File: config.mk
export PLATFORM = sky130hd
export DESIGN_NAME = bpa_sequencer
export DESIGN_NICKNAME = d
export VERILOG_FILES = /design/src/rtl/bpa_pkg.sv /design/src/rtl/bpa_sequencer.sv
export VERILOG_INCLUDE_DIRS = /design/src /design/src/rtl
export SDC_FILE = /design/constraint.sdc
export NUM_CORES = 1
export LEC_CHECK = 0
export ABC_AREA = 1
export ABC_CLOCK_PERIOD_IN_PS = 5900
export BUFFER_PORTS_ARGS = -buffer_cell sky130_fd_sc_hd__buf_2
export CAP_MARGIN = 15
export CELL_PAD_IN_SITES_DETAIL_PLACEMENT = 1
export CELL_PAD_IN_SITES_GLOBAL_PLACEMENT = 2
export CORE_ASPECT_RATIO = 2
export CORE_MARGIN = 1.5
export CORE_UTILIZATION = 29
export CTS_CLUSTER_DIAMETER = 120
export DETAILED_ROUTE_END_ITERATION = 7
export GPL_TIMING_DRIVEN = 0
export MAX_ROUTING_LAYER = met4
export PLACE_DENSITY = 0.89
export SYNTH_ARGS = -nofsm -noshare
export SYNTH_HDL_FRONTEND = slang
export SYNTH_SLANG_ARGS = --single-unit
File: constraint.sdc
create_clock -name clk_i -period 5.9 [get_ports clk_i]
set_clock_uncertainty 0.2 [all_clocks]
set_input_delay 0.59 -clock clk_i [delete_from_list [all_inputs] [get_ports clk_i]]
set_output_delay 0.59 -clock clk_i [all_outputs]
set_load 0.005 [all_outputs]
File: src/rtl/buddy_page_allocator_unit_assert.svh
// ---------------------------------------------------------------------------
// Assertion macros for the buddy page allocator
// Wrappers for concurrent checks; they expand to nothing for synthesis.
// ---------------------------------------------------------------------------
`ifndef BUDDY_PAGE_ALLOCATOR_UNIT_ASSERT_SVH
`define BUDDY_PAGE_ALLOCATOR_UNIT_ASSERT_SVH
`ifndef SYNTHESIS
`define BPA_ASSERT(lbl, clk, rst_n, prop) \
  lbl: assert property (@(posedge clk) disable iff (!rst_n) (prop)) \
    else $error("buddy allocator check failed");
`define BPA_ASSERT_NEXT(lbl, clk, rst_n, pre, post) \
  lbl: assert property (@(posedge clk) disable iff (!rst_n) (pre) |=> (post)) \
    else $error("buddy allocator check failed");
`else
`define BPA_ASSERT(lbl, clk, rst_n, prop)
`define BPA_ASSERT_NEXT(lbl, clk, rst_n, pre, post)
`endif
`endif

File: src/rtl/bpa_pkg.sv
// ---------------------------------------------------------------------------
// Buddy page allocator package
// Sizes, mark and status codes, control word layout and the microprogram.
// ---------------------------------------------------------------------------
package bpa_pkg;

  localparam int TREE_LEVELS = 10;
  localparam int TOTAL_PAGES = 1 << TREE_LEVELS;
  localparam int NODE_COUNT  = (1 << (TREE_LEVELS + 1)) - 1;
  localparam int NODE_W      = $clog2(NODE_COUNT);
  localparam int LVL_W       = $clog2(TREE_LEVELS + 1);
  localparam int PAGE_W      = TREE_LEVELS;
  localparam int MARK_W      = 2;

  localparam int REQ_W       = 11;
  localparam int OFF_W       = 10;
  localparam int BLK_W       = 10;
  localparam int STATUS_W    = 2;
  localparam int IN_TDATA_W  = ((REQ_W + OFF_W + 7) / 8) * 8;
  localparam int OUT_TDATA_W = ((BLK_W + 7) / 8) * 8;
  localparam int UPC_W       = 6;

  localparam logic KIND_ALLOC = 1'b0;
  localparam logic KIND_FREE  = 1'b1;

  typedef logic [NODE_W-1:0]      node_t;
  typedef logic [LVL_W-1:0]       lvl_t;
  typedef logic [PAGE_W-1:0]      page_t;
  typedef logic [REQ_W-1:0]       req_t;
  typedef logic [OFF_W-1:0]       off_t;
  typedef logic [BLK_W-1:0]       blk_t;
  typedef logic [OUT_TDATA_W-1:0] out_tdata_t;
  typedef logic [UPC_W-1:0]       upc_t;

  typedef enum logic [1:0] {
    MARK_UNUSED = 2'd0,
    MARK_USED   = 2'd1,
    MARK_SPLIT  = 2'd2,
    MARK_FULL   = 2'd3
  } mark_e;

  typedef enum logic [1:0] {
    ST_ALLOC_OK   = 2'd0,
    ST_ALLOC_FAIL = 2'd1,
    ST_FREED      = 2'd2,
    ST_FREE_BAD   = 2'd3
  } status_e;

  typedef enum logic [1:0] {
    MEM_NONE,
    MEM_READ,
    MEM_WRITE
  } mem_op_e;

  typedef enum logic [2:0] {
    ASEL_N,
    ASEL_SIB,
    ASEL_PARENT,
    ASEL_CHILD_L,
    ASEL_CHILD_R
  } addr_sel_e;

  typedef enum logic [2:0] {
    NAV_HOLD,
    NAV_CHILD_L,
    NAV_CHILD_OFF,
    NAV_NEXT,
    NAV_PARENT
  } nav_e;

  typedef enum logic [3:0] {
    C_NEVER,
    C_ALWAYS,
    C_AT_TGT,
    C_UNUSED,
    C_USED,
    C_TAKEN,
    C_FULL,
    C_ODD,
    C_ROOT,
    C_LEAF,
    C_ALIGNED,
    C_REQ_BAD,
    C_OFF_BAD
  } cond_e;

  typedef enum logic [2:0] {
    RES_NONE,
    RES_LATCH,
    RES_ALLOC_OK,
    RES_ALLOC_FAIL,
    RES_FREED,
    RES_FREE_BAD
  } res_e;

  typedef struct packed {
    mem_op_e   mem;
    addr_sel_e asel;
    mark_e     wmark;
    nav_e      nav;
    cond_e     cond;
    logic      inv;
    upc_t      target;
    res_e      res;
  } ctl_t;

  typedef struct packed {
    mark_e mark;
    logic  at_tgt;
    logic  root;
    logic  odd;
    logic  leaf;
    logic  aligned;
    logic  req_bad;
    logic  off_bad;
  } flags_t;

  localparam ctl_t CTL_NOP = '{
    mem:    MEM_NONE,
    asel:   ASEL_N,
    wmark:  MARK_UNUSED,
    nav:    NAV_HOLD,
    cond:   C_NEVER,
    inv:    1'b0,
    target: '0,
    res:    RES_NONE
  };

  // allocate program
  localparam upc_t A_CHK   = upc_t'(0);
  localparam upc_t A_RD    = upc_t'(1);
  localparam upc_t A_TGT   = upc_t'(2);
  localparam upc_t A_FIT   = upc_t'(3);
  localparam upc_t A_USE   = upc_t'(4);
  localparam upc_t A_UP    = upc_t'(5);
  localparam upc_t A_UP_RD = upc_t'(6);
  localparam upc_t A_UP_T  = upc_t'(7);
  localparam upc_t A_UP_W  = upc_t'(8);
  localparam upc_t A_OK    = upc_t'(9);
  localparam upc_t A_DEEP  = upc_t'(10);
  localparam upc_t A_SPL_T = upc_t'(11);
  localparam upc_t A_SPL   = upc_t'(12);
  localparam upc_t A_CLR_L = upc_t'(13);
  localparam upc_t A_CLR_R = upc_t'(14);
  localparam upc_t A_DESC  = upc_t'(15);
  localparam upc_t A_NEXT  = upc_t'(16);
  localparam upc_t A_SIB   = upc_t'(17);
  localparam upc_t A_BACK  = upc_t'(18);
  localparam upc_t A_BK_UP = upc_t'(19);
  localparam upc_t A_BK_T  = upc_t'(20);
  localparam upc_t A_BK_J  = upc_t'(21);
  localparam upc_t A_FAIL  = upc_t'(22);
  // free program
  localparam upc_t F_CHK   = upc_t'(23);
  localparam upc_t F_RD    = upc_t'(24);
  localparam upc_t F_USED  = upc_t'(25);
  localparam upc_t F_ALN   = upc_t'(26);
  localparam upc_t F_REL   = upc_t'(27);
  localparam upc_t F_RL_RD = upc_t'(28);
  localparam upc_t F_RL_T  = upc_t'(29);
  localparam upc_t F_RL_UP = upc_t'(30);
  localparam upc_t F_CLR   = upc_t'(31);
  localparam upc_t F_UPA   = upc_t'(32);
  localparam upc_t F_UA_UP = upc_t'(33);
  localparam upc_t F_UA_RD = upc_t'(34);
  localparam upc_t F_UA_T  = upc_t'(35);
  localparam upc_t F_UA_W  = upc_t'(36);
  localparam upc_t F_OK    = upc_t'(37);
  localparam upc_t F_NU    = upc_t'(38);
  localparam upc_t F_LEAF  = upc_t'(39);
  localparam upc_t F_DESC  = upc_t'(40);
  localparam upc_t F_BAD   = upc_t'(41);

  localparam upc_t UPC_LAST = F_BAD;

  // target tree level for a request: TREE_LEVELS minus ceil(log2(pages))
  function automatic lvl_t target_level(req_t pages);
    req_t pm1;
    int   len;
    pm1 = pages - req_t'(1);
    len = 0;
    for (int i = 0; i < REQ_W; i++) begin
      if (pm1[i]) begin
        len = i + 1;
      end
    end
    return lvl_t'(TREE_LEVELS - len);
  endfunction

  function automatic logic is_finish(res_e r);
    return (r == RES_ALLOC_OK) || (r == RES_ALLOC_FAIL) ||
           (r == RES_FREED) || (r == RES_FREE_BAD);
  endfunction

  // control store
  function automatic ctl_t ucode(upc_t upc);
    ctl_t w;
    w = CTL_NOP;
    case (upc)
      A_CHK: begin
        w.cond = C_REQ_BAD; w.target = A_FAIL;
      end
      A_RD: begin
        w.mem = MEM_READ; w.asel = ASEL_N;
      end
      A_TGT: begin
        w.cond = C_AT_TGT; w.inv = 1'b1; w.target = A_DEEP;
      end
      A_FIT: begin
        w.cond = C_UNUSED; w.inv = 1'b1; w.target = A_NEXT;
      end
      A_USE: begin
        w.mem = MEM_WRITE; w.asel = ASEL_N; w.wmark = MARK_USED; w.res = RES_LATCH;
      end
      A_UP: begin
        w.cond = C_ROOT; w.target = A_OK;
      end
      A_UP_RD: begin
        w.mem = MEM_READ; w.asel = ASEL_SIB;
      end
      A_UP_T: begin
        w.cond = C_TAKEN; w.inv = 1'b1; w.target = A_OK;
      end
      A_UP_W: begin
        w.mem = MEM_WRITE; w.asel = ASEL_PARENT; w.wmark = MARK_FULL;
        w.nav = NAV_PARENT; w.cond = C_ALWAYS; w.target = A_UP;
      end
      A_OK: begin
        w.res = RES_ALLOC_OK;
      end
      A_DEEP: begin
        w.cond = C_TAKEN; w.target = A_NEXT;
      end
      A_SPL_T: begin
        w.cond = C_UNUSED; w.inv = 1'b1; w.target = A_DESC;
      end
      A_SPL: begin
        w.mem = MEM_WRITE; w.asel = ASEL_N; w.wmark = MARK_SPLIT;
      end
      A_CLR_L: begin
        w.mem = MEM_WRITE; w.asel = ASEL_CHILD_L; w.wmark = MARK_UNUSED;
      end
      A_CLR_R: begin
        w.mem = MEM_WRITE; w.asel = ASEL_CHILD_R; w.wmark = MARK_UNUSED;
      end
      A_DESC: begin
        w.nav = NAV_CHILD_L; w.cond = C_ALWAYS; w.target = A_RD;
      end
      A_NEXT: begin
        w.cond = C_ODD; w.inv = 1'b1; w.target = A_BACK;
      end
      A_SIB: begin
        w.nav = NAV_NEXT; w.cond = C_ALWAYS; w.target = A_RD;
      end
      A_BACK: begin
        w.cond = C_ROOT; w.target = A_FAIL;
      end
      A_BK_UP: begin
        w.nav = NAV_PARENT;
      end
      A_BK_T: begin
        w.cond = C_ODD; w.target = A_SIB;
      end
      A_BK_J: begin
        w.cond = C_ALWAYS; w.target = A_BACK;
      end
      A_FAIL: begin
        w.res = RES_ALLOC_FAIL;
      end
      F_CHK: begin
        w.cond = C_OFF_BAD; w.target = F_BAD;
      end
      F_RD: begin
        w.mem = MEM_READ; w.asel = ASEL_N;
      end
      F_USED: begin
        w.cond = C_USED; w.inv = 1'b1; w.target = F_NU;
      end
      F_ALN: begin
        w.cond = C_ALIGNED; w.inv = 1'b1; w.target = F_BAD;
      end
      F_REL: begin
        w.cond = C_ROOT; w.target = F_CLR;
      end
      F_RL_RD: begin
        w.mem = MEM_READ; w.asel = ASEL_SIB;
      end
      F_RL_T: begin
        w.cond = C_UNUSED; w.inv = 1'b1; w.target = F_CLR;
      end
      F_RL_UP: begin
        w.nav = NAV_PARENT; w.cond = C_ALWAYS; w.target = F_REL;
      end
      F_CLR: begin
        w.mem = MEM_WRITE; w.asel = ASEL_N; w.wmark = MARK_UNUSED;
      end
      F_UPA: begin
        w.cond = C_ROOT; w.target = F_OK;
      end
      F_UA_UP: begin
        w.nav = NAV_PARENT;
      end
      F_UA_RD: begin
        w.mem = MEM_READ; w.asel = ASEL_N;
      end
      F_UA_T: begin
        w.cond = C_FULL; w.inv = 1'b1; w.target = F_OK;
      end
      F_UA_W: begin
        w.mem = MEM_WRITE; w.asel = ASEL_N; w.wmark = MARK_SPLIT;
        w.cond = C_ALWAYS; w.target = F_UPA;
      end
      F_OK: begin
        w.res = RES_FREED;
      end
      F_NU: begin
        w.cond = C_UNUSED; w.target = F_BAD;
      end
      F_LEAF: begin
        w.cond = C_LEAF; w.target = F_BAD;
      end
      F_DESC: begin
        w.nav = NAV_CHILD_OFF; w.cond = C_ALWAYS; w.target = F_RD;
      end
      F_BAD: begin
        w.res = RES_FREE_BAD;
      end
      default: begin
        w = CTL_NOP;
      end
    endcase
    return w;
  endfunction

endpackage

File: src/rtl/bpa_sequencer.sv
// ---------------------------------------------------------------------------
// Buddy allocator sequencer
// Step counter over the control store, condition select and branching.
// ---------------------------------------------------------------------------
`include "buddy_page_allocator_unit_assert.svh"

module bpa_sequencer (
  input  logic            clk_i,
  input  logic            rst_ni,
  input  logic            start_i,
  input  logic            kind_i,
  input  bpa_pkg::flags_t flags_i,
  input  logic            out_free_i,
  output bpa_pkg::ctl_t   ctl_o,
  output logic            done_o,
  output logic            running_o
);

  bpa_pkg::upc_t upc_q, upc_d;
  logic          run_q, run_d;
  bpa_pkg::ctl_t word;
  logic          fin, adv, cond, taken;

  assign word = bpa_pkg::ucode(upc_q);
  assign fin  = bpa_pkg::is_finish(word.res);
  // a finishing step waits until the output register has room
  assign adv  = run_q && !(fin && !out_free_i);

  always_comb begin
    case (word.cond)
      bpa_pkg::C_NEVER:   cond = 1'b0;
      bpa_pkg::C_ALWAYS:  cond = 1'b1;
      bpa_pkg::C_AT_TGT:  cond = flags_i.at_tgt;
      bpa_pkg::C_UNUSED:  cond = (flags_i.mark == bpa_pkg::MARK_UNUSED);
      bpa_pkg::C_USED:    cond = (flags_i.mark == bpa_pkg::MARK_USED);
      bpa_pkg::C_TAKEN:   cond = (flags_i.mark == bpa_pkg::MARK_USED) ||
                                 (flags_i.mark == bpa_pkg::MARK_FULL);
      bpa_pkg::C_FULL:    cond = (flags_i.mark == bpa_pkg::MARK_FULL);
      bpa_pkg::C_ODD:     cond = flags_i.odd;
      bpa_pkg::C_ROOT:    cond = flags_i.root;
      bpa_pkg::C_LEAF:    cond = flags_i.leaf;
      bpa_pkg::C_ALIGNED: cond = flags_i.aligned;
      bpa_pkg::C_REQ_BAD: cond = flags_i.req_bad;
      bpa_pkg::C_OFF_BAD: cond = flags_i.off_bad;
      default:            cond = 1'b0;
    endcase
  end

  assign taken = cond ^ word.inv;

  always_comb begin
    upc_d = upc_q;
    run_d = run_q;
    if (start_i) begin
      upc_d = (kind_i == bpa_pkg::KIND_FREE) ? bpa_pkg::F_CHK : bpa_pkg::A_CHK;
      run_d = 1'b1;
    end else if (adv) begin
      upc_d = taken ? word.target : (upc_q + bpa_pkg::upc_t'(1));
      if (fin) begin
        run_d = 1'b0;
      end
    end
  end

  always_ff @(posedge clk_i or negedge rst_ni) begin
    if (!rst_ni) begin
      upc_q <= bpa_pkg::A_CHK;
      run_q <= 1'b0;
    end else begin
      upc_q <= upc_d;
      run_q <= run_d;
    end
  end

  assign ctl_o     = adv ? word : bpa_pkg::CTL_NOP;
  assign done_o    = adv && fin;
  assign running_o = run_q;

  `BPA_ASSERT(a_start_when_idle, clk_i, rst_ni, start_i |-> !run_q)
  `BPA_ASSERT_NEXT(a_idle_after_done, clk_i, rst_ni, done_o, !run_q)
  `BPA_ASSERT(a_upc_in_program, clk_i, rst_ni, run_q |-> upc_q <= bpa_pkg::UPC_LAST)

endmodule

==> key figures, run 1 <==
Global route
  – Global routing usage on met3: under 10%
  – Total Routing Usage GR: approximately 25%
  – Aggregate global routing overflow: 0
  – Met2 Use GR: about 48%
  – GRT met1 Usage: a little under a quarter
  – First-pass GRT wire length: approximately 12000 um
  – Antenna violations before repair: 0
  – Largest net degree at the start of global routing: 11
  – Vias in the first global route: 2516
  – Busiest layer in global routing: met2

Clock network
  – CTS root buffer: clkbuf_16
  – Clock sink count: 7
  – Worst-path clk slew: roughly 0.030 ns
  – Post-CTS setup buffers: 0
  – TritonCTS buffer count: 3
  – Max clock buf depth: 2
  – H-tree lvl count: 1
  – CTS resizes: 0
  – CTS tree: yes
  – Skew-Pair Late Insertion Delay: about 0.23 ns
  – Hold_buf cts: 1

Timing
  – Final Hold Fails: 0
  – Setup TNS: 0 ns
  – Normalized max-slew margin: roughly 59%
  – Worst-Margin Slew: around 0.61 ns
  – Max Freq: 252.3 MHz
  – Fin crit share: 67.19%
  – Final min period: between 3 and 4 ns
  – Final Max Tran Viols: 0
  – Count of final setup violators: 0
  – Fin Hold WS: ~0.35 ns
  – RSZ-0062 raised after global routing: no

Cells and area
  – # diodes: 0
  – Final-layout fill cell count: roughly 860
  – Area occupied by registers: ~180 um^2
  – Fin nets: 393
  – Layout cells sized above 1: a little under a quarter
  – Layout area overhead: 20.24%
  – Multi-input logic area: ~1400 um^2

Floorplanning
  – FP Rows: 40
  – Chip width: 58.60 um
  – Core box area: roughly 6000 um^2
  – Starting Density: 29.85%
  – Chip Height: 114.2 um
  – Die area: ~6700 um^2
  – # IOs: 40

Yosys
  – Largest area contributor in the netlist: nand3_1
  – Async set or reset register ratio after synthesis: between 90% and 100%
  – Sequential fraction of the synthesis area: approximately 9.8%
  – Yosys reg bits: 7
  – Post-Syn Nets: between 300 and 400
  – Avg Cell Area, Syn: between 5 and 6 um^2
  – Synthesized area: 1793 um^2
  – Post-synth EDFFs: 0
  – Syn. warnings: 0
  – Synth Instances: between 300 and 400
  – Top_reg_cell synth: dfrtp_1
  – Synth top area cells: nand3_1 14%, nor2_1 14%, nand2_1 13%
  – Post-synth top area share: about 14%
  – Yosys cell types: 34

Routing
  – Remaining routing DRC violations: 0
  – DRT iter0 DRCs: about 120
  – TritonRoute pass-1 iters: 4
  – Via density: 5.471
  – Via Count: 2391
  – Wire length per cell: roughly 17 um
  – Post-route ant nets: 0
  – Total Wirelength: between 7000 and 8000 um

Worst setup path
  – CP Cell Sequence: inv_1, ha_1, clkbuf_1, nand2_1, nor2_1, a21oi_1, inv_1, nor2_1, o21ai_2, clkbuf_1, a21oi_1, buf_2
  – CP Class: reg -> out
  – CP bufs+invs: 5
  – Worst Path Required: around 5 ns
  – Crit. End Element: primary output
  – Critical Path Fanout Max: 10
  – CP peak stage delay: slightly below 0.5 ns
  – Crit-path slowest cell: clkbuf_1
  – Worst path top cell family by delay: buffers and inverters
  – Critical Path AT: around 3.2 ns
  – CP Launch Type: register

Power
  – Pwr Density: around 730 nW/um^2
  – Peak VDD IR: between 0.0004 and 0.0005 V
  – Leak: around 0.0012 uW

Status
  – Status: finished clean

Place
  – Port Buf Inserts: 39
  – HPWL after DPL: ~6400 um
  – Routability Congestion: about 0.92

Flow run
  – Max Cap Viol: 0

Worst hold path
  – HP Class: reg -> reg
## kinds of logic (layout without fill, tap and decap cells)
group / count (synthesis) / after routing / share of synthesized area [%]
adder cells (fa/ha/maj): 4 / 4 / 2.791
AO/OA/AOI/OAI: 29 / 29 / 9.073
AND/OR/NAND/NOR: 229 / 229 / 62.18
flip-flops: 7 / 7 / 9.770
buffers and inverters: 58 / 102 / 14.72
XOR/XNOR: 3 / 3 / 1.466
## final cells by class
type | count | area share (%)
timing repair buffer | 40 | 9.518
multi-input combinational | 265 | 62.80
buffer | 11 | 4.063
tap | 63 | 3.656
sequential | 7 | 8.125
inverter | 47 | 8.183
clock buffer | 4 | 3.656
## per-stage QoR
stage	util (%)	worst slack, ns	area [um^2]	cells	power (uW)
floorplan	-	3.226	1793	330	1053
global placement	34.42	2.147	2067	432	1453
detailed placement	34.42	2.201	2067	432	1467
CTS	35.90	1.981	2156	437	1589
global route	35.90	1.672	2156	437	1746
finish	35.90	1.936	2156	437	1584
## metal layers
metal	up-vias	part of all wire, %
met5	-	0
met4	0	4.8
met3	27	2.2
met2	77	58
met1	1120	35
li1	1167	-
## layout by cell type, fill, tap and decap left out, drive strengths merged, types with 8 or more instances in the layout
cell    n
nor2   78
nand2  64
nand3  59
buf    47
inv    46
a21oi  12
nor3   11
nand4  10
o21ai   8
## cells in the mapped netlist (3+ instances only)
library cell,instances
a21oi_1,12
a31oi_1,6
buf_6,5
clkbuf_1,3
dfrtp_1,7
ha_1,4
inv_1,38
inv_2,8
nand2_1,60
nand3_1,50
nand3_2,9
nand4_1,9
nor2_1,65
nor2_2,11
nor3_1,11
nor4_1,3
o21ai_0,6
xor2_1,3
## registers in the layout (all words and copies together) (netlist names)
name	cells
running_o	1
upc_q	6
## worst paths after layout
kind,startpoint,end,slack [ns],cells past startpoint
max,upc_q[0],ctl_o[15],1.94,12
min reg2reg,running_o,running_o,0.35,1
min,running_o,running_o,0.35,1
min in group asynchronous,rst_ni,upc_q[5],0.52,2
max reg2reg,upc_q[1],upc_q[1],2.63,17
max in group asynchronous,rst_ni,upc_q[1],4.83,2
## where the power goes
group / internal (uW) / switching (uW)
Combinational: 461 / 915
Sequential: 70.8 / 23.8
Clock: 89.7 / 23.8
Total: 621 / 963
(Power assumes the default switching activity.)
==> inputs of run 2 (changes only) <==
--- a/config.mk
+++ b/config.mk
@@ -6,8 +6,8 @@
 export SDC_FILE = /design/constraint.sdc
 export NUM_CORES = 1
 export LEC_CHECK = 0
-export ABC_AREA = 1
-export ABC_CLOCK_PERIOD_IN_PS = 5900
+export ABC_AREA = 0
+export ABC_CLOCK_PERIOD_IN_PS = 3700
 export BUFFER_PORTS_ARGS = -buffer_cell sky130_fd_sc_hd__buf_2
 export CAP_MARGIN = 15
 export CELL_PAD_IN_SITES_DETAIL_PLACEMENT = 1
@@ -19,7 +19,7 @@
 export DETAILED_ROUTE_END_ITERATION = 7
 export GPL_TIMING_DRIVEN = 0
 export MAX_ROUTING_LAYER = met4
-export PLACE_DENSITY = 0.89
+export PLACE_DENSITY = 0.84
 export SYNTH_ARGS = -nofsm -noshare
 export SYNTH_HDL_FRONTEND = slang
 export SYNTH_SLANG_ARGS = --single-unit
==> constraint.sdc (replaced) <==
create_clock -name clk_i -period 3.7 [get_ports clk_i]
set_clock_uncertainty 0.2 [all_clocks]
set_input_delay 0.37 -clock clk_i [delete_from_list [all_inputs] [get_ports clk_i]]
set_output_delay 0.37 -clock clk_i [all_outputs]
set_load 0.005 [all_outputs]
==> run 2 against run 1 <==
  * Critical endpoint is now upc_q[2]
  * Via count shrank 7.0%
  * Critical path type is now reg -> reg
  * First-iteration DRC count shrank 35%
  * Largest power group unchanged
  * Area after synthesis shrank 5.1%
==> key figures, run 2 <==
Global route
  – Total Routing Usage GR: 23.47% (-1.3 points)
  – Aggregate global routing overflow: 0 (unchanged)
  – Antenna violations before repair: 0 (unchanged)
  – Largest net degree at the start of global routing: 11 (unchanged)
  – First-pass GRT wire length: 11620 um (-5.4%)
  – Vias in the first global route: 2270 (-9.8%)

Timing
  – Final WS setup: 0.1025 ns (-1.833 ns)
  – Normalized max-slew margin: 31.02% (-28 points)
  – Final min period: ~3.6 ns
  – Max Freq: 278.0 MHz
  – Count of final setup violators: 0 (unchanged)
  – Fin crit share: 97.23%
  – Worst-Margin Slew: 1.020 ns (+0.4070 ns)
  – Final Max Tran Viols: 0 (unchanged)
  – Final Hold Fails: 0 (unchanged)

Yosys
  – Sequential fraction of the synthesis area: 10.29% (+0.52 points)
  – Post-synth top area share: 10.29% (-3.7 points)
  – Largest area contributor in the netlist: dfrtp_1
  – Top-count cell post-synth: nor2_1
  – Post-synth top cells: 33 x nor2_1, 28 x nand2_1, 18 x nor3_1, 15 x a21oi_1, 15 x o21ai_0
  – Synth top area cells: dfrtp_1 10%, nor2_1 7.3%, nand2_1 6.2%
  – Top_reg_cell synth: dfrtp_1
  – Yosys reg bits: 7 (unchanged)
  – Post-synth EDFFs: 0 (unchanged)
  – Syn. warnings: 0 (unchanged)
  – Post-Syn Nets: 280 (-20%)
  – Yosys cell types: 59 (+74%)
  – Synth Instances: 262 (-21%)
  – Avg Cell Area, Syn: 6.495 um^2 (+20%)
  – Async set or reset register ratio after synthesis: 100.0% (unchanged)
  – Synthesized area: 1702 um^2 (-5.1%)

Worst setup path
  – CP Cell Sequence: buf_4, ha_4, and4b_1, o31a_1, or4b_4, buf_6, nor4b_4, nor3_2, o211ai_2, xor2_4, buf_4, mux2i_1, a21o_1
  – Critical Path AT: 3.56 ns (+0.39 ns)
  – Worst path top cell family by delay: simple AND/OR/NAND/NOR gates
  – Critical Path Fanout Max: 9 (-1)
  – CP Launch Type: register
  – CP Class: reg -> reg
  – CP peak stage delay: 0.48 ns (about the same)
  – Crit-path slowest cell: or4b_4
  – Crit. End Element: register
  – CP bufs+invs: 3 (-2)
  – CP dominant cell by count: buf_4
  – Worst Path Required: 3.66 ns (-1.45 ns)

Cells and area
  – Layout cells sized above 1: 30.84% (+7.6 points)
  – Final instance area: 2243 um^2 (+4.1%)
  – # diodes: 0 (unchanged)
  – Layout area overhead: 31.84%
  – Fin nets: 327 (-17%)
  – Most frequent cells in the layout: 44 x buf_2, 33 x nor2_1, 27 x nand2_1
  – Largest Register: upc_q
  – Most common cell after layout, fill and taps aside: buf_2
  – Max FFs per register: 6 (unchanged)

Routing
  – TritonRoute pass-1 iters: 4 (unchanged)
  – Wire length per cell: 19.73 um (+13%)
  – DRT iter0 DRCs: 76 (-35%)
  – Post-route ant nets: 0 (unchanged)
  – Total Wirelength: 7279 um (-4.6%)
  – Via Count: 2223 (-7.0%)
  – Remaining routing DRC violations: 0 (unchanged)
  – Via density: 6.024 (+10%)

Clock network
  – Skew-Pair Late Insertion Delay: 0.23 ns (about the same)
  – CTS tree: yes
  – Max clock buf depth: 2 (unchanged)
  – CTS root buffer: clkbuf_16
  – TritonCTS buffer count: 3 (unchanged)
  – Clock sink count: 7 (unchanged)
  – Worst-path clk slew: 0.04 ns (about the same)
  – H-tree lvl count: 1 (unchanged)

Power
  – Peak VDD IR: 0.0008276 V (+110%)
  – Clock share of power: 6.5% (-0.7 points)
  – Leak: 0.0009860 uW (-20%)
  – Cell internal pwr: 1363 uW (+120%)
  – P_sw: 1436 uW (+49%)
  – Combinational fraction of design power: 88.3% (+1.4 points)
  – Sequential share of power: 5.2% (-0.8 points)
  – Pwr Density: 1248 nW/um^2 (+70%)
  – Sw Share: 51.30% (-9.5 points)

Place
  – Routability Congestion: 0.9832 (+7.3%)
  – HPWL after DPL: 5632 um (-12%)
  – Placed Area: 1968 um^2 (-4.8%)
  – Pre-CTS setup slack: -0.4216 ns (-2.622 ns)
  – Port Buf Inserts: 38 (-2.6%)

Worst hold path
  – HP Class: in -> reg

Floorplanning
  – Starting Density: 29.80% (-0.049 points)
  – Chip width: 57.17 um (-2.4%)
  – # IOs: 40 (unchanged)
  – FP Rows: 39 (-2.5%)
  – Die area: 6364 um^2 (-4.9%)
  – Chip Height: 111.3 um (-2.5%)
  – Core box area: 5709 um^2 (-4.9%)

Status
  – Status: finished clean

Flow run
  – Max Cap Viol: 0 (unchanged)
run 2: cell types whose count changed after synthesis, moves of 7 or more:
cell	previous run	this run
nand4_1	9	1
inv_2	8	0
nand2_1	60	28
o21ai_0	6	15
clkbuf_1	3	11
mux2i_1	0	7
inv_1	38	6
nor2_1	65	33
nand2b_1	0	9
nor2_2	11	0
nand3_1	50	9
nand3_2	9	0
nor3_1	11	18
run 2: per-layer routing:
metal  part of all wire [%]  track usage (%)  up-vias
met4                    3.8            8.217        0
met5                      0                -        -
met1                     35            24.68     1082
met2                     58            44.37       77
met3                    3.4            1.278       24
li1                       -                -     1040
run 2: repair_timing:
| item | 4_1_cts | 5_1_grt |
|---|---|---|
| hold endpoints to repair | 7 | 0 |
| setup endpoints to repair | 23 | 15 |
| setup buffers | 2 | 3 |
| resized for setup | 22 | 22 |
| hold buffers | 1 | 0 |
| pin swaps | 1 | 5 |
run 2: area by class of cell:
cell class | instances | area [um^2]
sequential | 7 | 177.7
timing repair buffer | 44 | 237.7
tap | 61 | 76.32
clock buffer | 4 | 78.83
multi-input combinational | 223 | 1516
buffer | 24 | 133.9
fill | 763 | 3466
inverter | 6 | 22.52
run 2: metrics by stage:
stage | power (uW) | cells | util [%] | TNS (ns) | hold WS, ns
floorplan | 1628 | 262 | - | 0 | -0.1256
global placement | 2213 | 361 | 34.47 | -4.928 | 0.0001547
detailed placement | 2222 | 361 | 34.47 | -5.405 | 0.005091
CTS | 2599 | 366 | 37.37 | 0 | 0.2744
global route | 3005 | 369 | 39.29 | -0.007804 | 0.2964
finish | 2799 | 369 | 39.29 | 0 | 0.2731
run 2: path summary, 6_finish.rpt:
path | depth (start not counted) | slack (ns) | from | end
worst min register to register | 2 | 0.40 | running_o | running_o
min in group asynchronous | 2 | 0.32 | rst_ni | upc_q[4]
worst max-delay path | 13 | 0.10 | upc_q[1] | upc_q[2]
max in group asynchronous | 2 | 2.81 | rst_ni | upc_q[0]
worst min-delay path | 4 | 0.27 | kind_i | upc_q[2]
worst max register to register | 13 | 0.10 | upc_q[1] | upc_q[2]
run 2: cell families (layout without fill, tap and decap cells):
| kind of cell | Yosys count | in the layout | synth area share (%) |
|---|---|---|---|
| multiplexers | 10 | 10 | 6.544 |
| AO/OA/AOI/OAI | 66 | 66 | 25.29 |
| buffers and inverters | 32 | 78 | 8.455 |
| adder cells (fa/ha/maj) | 4 | 4 | 2.941 |
| AND/OR/NAND/NOR | 139 | 139 | 43.31 |
| XOR/XNOR | 4 | 4 | 3.162 |
| flip-flops | 7 | 7 | 10.29 |
run 2: power groups by stage:
| stage | clock network [uW] | registers, uW | logic (uW) |
|---|---|---|---|
| after floorplan | 0 | 132 | 1500 |
| after global placement | 0 | 142 | 2070 |
| after detailed placement | 0 | 142 | 2080 |
| after CTS | 185 | 147 | 2270 |
| after global routing | 188 | 150 | 2670 |
| final | 182 | 146 | 2470 |
run 2: worst min-delay path, delay by kind of cell:
kind,cells,cell delay [ns]
AO/OA/AOI/OAI,2,0.16
buffers and inverters,1,0.09
AND/OR/NAND/NOR,1,0.04
==> inputs of run 3 (changes only) <==
--- a/config.mk
+++ b/config.mk
@@ -20,6 +20,7 @@
 export GPL_TIMING_DRIVEN = 0
 export MAX_ROUTING_LAYER = met4
 export PLACE_DENSITY = 0.84
+export SLEW_MARGIN = 10
 export SYNTH_ARGS = -nofsm -noshare
 export SYNTH_HDL_FRONTEND = slang
 export SYNTH_SLANG_ARGS = --single-unit
==> constraint.sdc (replaced) <==
create_clock -name clk_i -period 3.7 [get_ports clk_i]
set_clock_uncertainty 0.2 [all_clocks]
set_input_delay 0.74 -clock clk_i [delete_from_list [all_inputs] [get_ports clk_i]]
set_output_delay 0.74 -clock clk_i [all_outputs]
set_load 0.005 [all_outputs]
==> run 3 against run 2 <==
  * Combinational power rose by 2%
  * Cell count unchanged
  * Register-to-register slack barely moved
  * Via count shrank 0.90%
  * Clock power barely moved
  * Final area rose by 0.84%
  * Sequential cell count stayed put
  * Utilization up 0.33 points
==> key figures, run 3 (synthesis gave the netlist of run 2 again) <==
Place
  – Pre-CTS setup slack: -0.7916 ns (-0.3700 ns)
  – Port Buf Inserts: 38 (unchanged)
  – HPWL after DPL: 5632 um (unchanged)
  – Routability Congestion: 0.9832 (unchanged)

Worst setup path
  – CP Class: reg -> reg
  – Crit. End Element: register
  – Worst Path Required: 3.65 ns (about the same)
  – CP Cell Sequence: buf_4, ha_4, and4b_1, o31a_1, or4b_4, buf_6, nor4b_4, nor3_2, o211ai_2, xor2_4, mux2_4, a211oi_2
  – Crit-path slowest cell: or4b_4
  – CP Launch Type: register
  – CP peak stage delay: 0.48 ns (about the same)
  – Critical Path AT: 3.54 ns (-0.02 ns)
  – Critical Path Fanout Max: 9 (unchanged)

Routing
  – Via Count: 2203 (-0.90%)
  – Via density: 5.970 (-0.90%)
  – Wire length per cell: 19.87 um (+0.73%)
  – Post-route ant nets: 0 (unchanged)
  – Remaining routing DRC violations: 0 (unchanged)
  – DRT iter0 DRCs: 77 (+1.3%)
  – Total Wirelength: 7332 um (+0.73%)
  – TritonRoute pass-1 iters: 4 (unchanged)

Cells and area
  – # diodes: 0 (unchanged)
  – Layout cells sized above 1: 32.79% (+1.9 points)
  – Most common cell after layout, fill and taps aside: buf_2
  – Max FFs per register: 6 (unchanged)
  – Final-layout fill cell count: 757 (-0.79%)
  – Layout area overhead: 32.94%
  – Most frequent cells in the layout: 43 x buf_2, 33 x nor2_1, 27 x nand2_1
  – Largest Register: upc_q
  – Fin nets: 327 (unchanged)

Timing
  – Final Max Tran Viols: 0 (unchanged)
  – Max Freq: 278.1 MHz (about the same)
  – RSZ-0062 raised after global routing: yes
  – Final WS setup: 0.1037 ns (+0.001226 ns)
  – Fin crit share: 97.20% (about the same)
  – Final min period: 3.596 ns (-0.001226 ns)
  – Worst-Margin Slew: 0.5650 ns (-0.4553 ns)
  – Count of final setup violators: 0 (unchanged)
  – Normalized max-slew margin: 62.24% (+31 points)
  – Final Hold Fails: 0 (unchanged)

Global route
  – First-pass GRT wire length: 11630 um (about the same)
  – Vias in the first global route: 2277 (+0.31%)
  – Aggregate global routing overflow: 0 (unchanged)
  – Total Routing Usage GR: 23.52% (+0.042 points)
  – Antenna violations before repair: 0 (unchanged)
  – Largest net degree at the start of global routing: 11 (unchanged)

Power
  – Power Total: 2852 uW (+1.9%)
  – Leak: 0.0009951 uW (+0.93%)
  – Peak VDD IR: 0.0008493 V (+2.6%)
  – Pwr Density: 1261 nW/um^2 (+1.0%)

Clock network
  – Max clock buf depth: 2 (unchanged)
  – CTS tree: yes
  – Hold_buf cts: 0 (-1)
  – CTS root buffer: clkbuf_16
  – Clock sink count: 7 (unchanged)
  – Worst-path clk slew: 0.04 ns (about the same)
  – Skew-Pair Late Insertion Delay: 0.23 ns (about the same)
  – TritonCTS buffer count: 3 (unchanged)
  – H-tree lvl count: 1 (unchanged)

Floorplanning
  – # IOs: 40 (unchanged)
  – Chip Height: 111.3 um (unchanged)
  – Starting Density: 29.80% (unchanged)
  – FP Rows: 39 (unchanged)
  – Die area: 6364 um^2 (unchanged)
  – Core box area: 5709 um^2 (unchanged)
  – Chip width: 57.17 um (unchanged)

Status
  – Status: finished clean

Flow run
  – Max Cap Viol: 0 (unchanged)

Worst hold path
  – HP Class: in -> async
run 3: final cells by class:
class                   count  area, um^2  area share (%)
multi-input cells         223        1530           67.64
repair buffers             44       235.2           10.40
flip-flops and latches      7       177.7           7.854
plain buffers              24       141.4           6.250
clock buffers               4       78.83           3.485
well taps                  61       76.32           3.374
inverters                   6       22.52          0.9956
run 3: through the flow:
stage                     cell area (um^2)  TNS (ns)  hold slack, ns  cells  util (%)
after floorplan                       1702         0          0.2444    262         -
after global placement                1968    -10.16          0.3694    361     34.47
after detailed placement              1968    -10.71          0.3718    361     34.47
after CTS                             2136         0          0.1360    366     37.41
after global routing                  2262  -0.05450          0.1456    369     39.62
final                                 2262         0          0.1312    369     39.62
run 3: critical path, delay by kind of cell (launching register included):
| kind | cells | cell delay, ns |
|---|---|---|
| DFF | 1 | 0.42 |
| buffers and inverters | 2 | 0.30 |
| adders and majority gates | 1 | 0.19 |
| xor gates and xnor gates | 1 | 0.31 |
| and+or+nand+nor | 4 | 1.05 |
| AOI/OAI and AO/OA | 3 | 0.69 |
| muxes | 1 | 0.34 |
run 3: timing repair:
action / 4_1_cts / 5_1_grt
endpoints found under the setup margin: 27 / 18
buffers inserted: 3 / 3
resized for setup: 24 / 29
cloned: 0 / 0
pin swaps: 2 / 4
hold endpoints to repair: 0 / 0
run 3: path summary, 6_finish.rpt:
kind                       startpoint         to  slack (ns)  depth (start not counted)
min                            rst_ni   upc_q[2]        0.13                          1
max reg2reg                  upc_q[1]   upc_q[4]        0.10                         12
min reg2reg                 running_o  running_o        0.39                          2
max in group asynchronous      rst_ni   upc_q[0]        3.00                          1
max                          upc_q[1]   upc_q[4]        0.10                         12
min in group clk_i          running_o  running_o        0.39                          2
run 3: power breakdown:
part | leakage [uW] | internal [uW] | switching [uW] | total, uW
logic | 0.000876 | 1140 | 1380 | 2520
clock network | 0.0000382 | 143 | 38.9 | 182
registers | 0.0000814 | 113 | 32.2 | 145
total | 0.000995 | 1400 | 1460 | 2850
run 3: per-layer routing:
layer	vias up	GRT usage (%)	share of wire, %
met2	66	43.60	57
met1	1070	24.59	35
li1	1043	-	-
met4	0	10.08	4.6
met3	24	1.394	3.2
met5	-	-	0
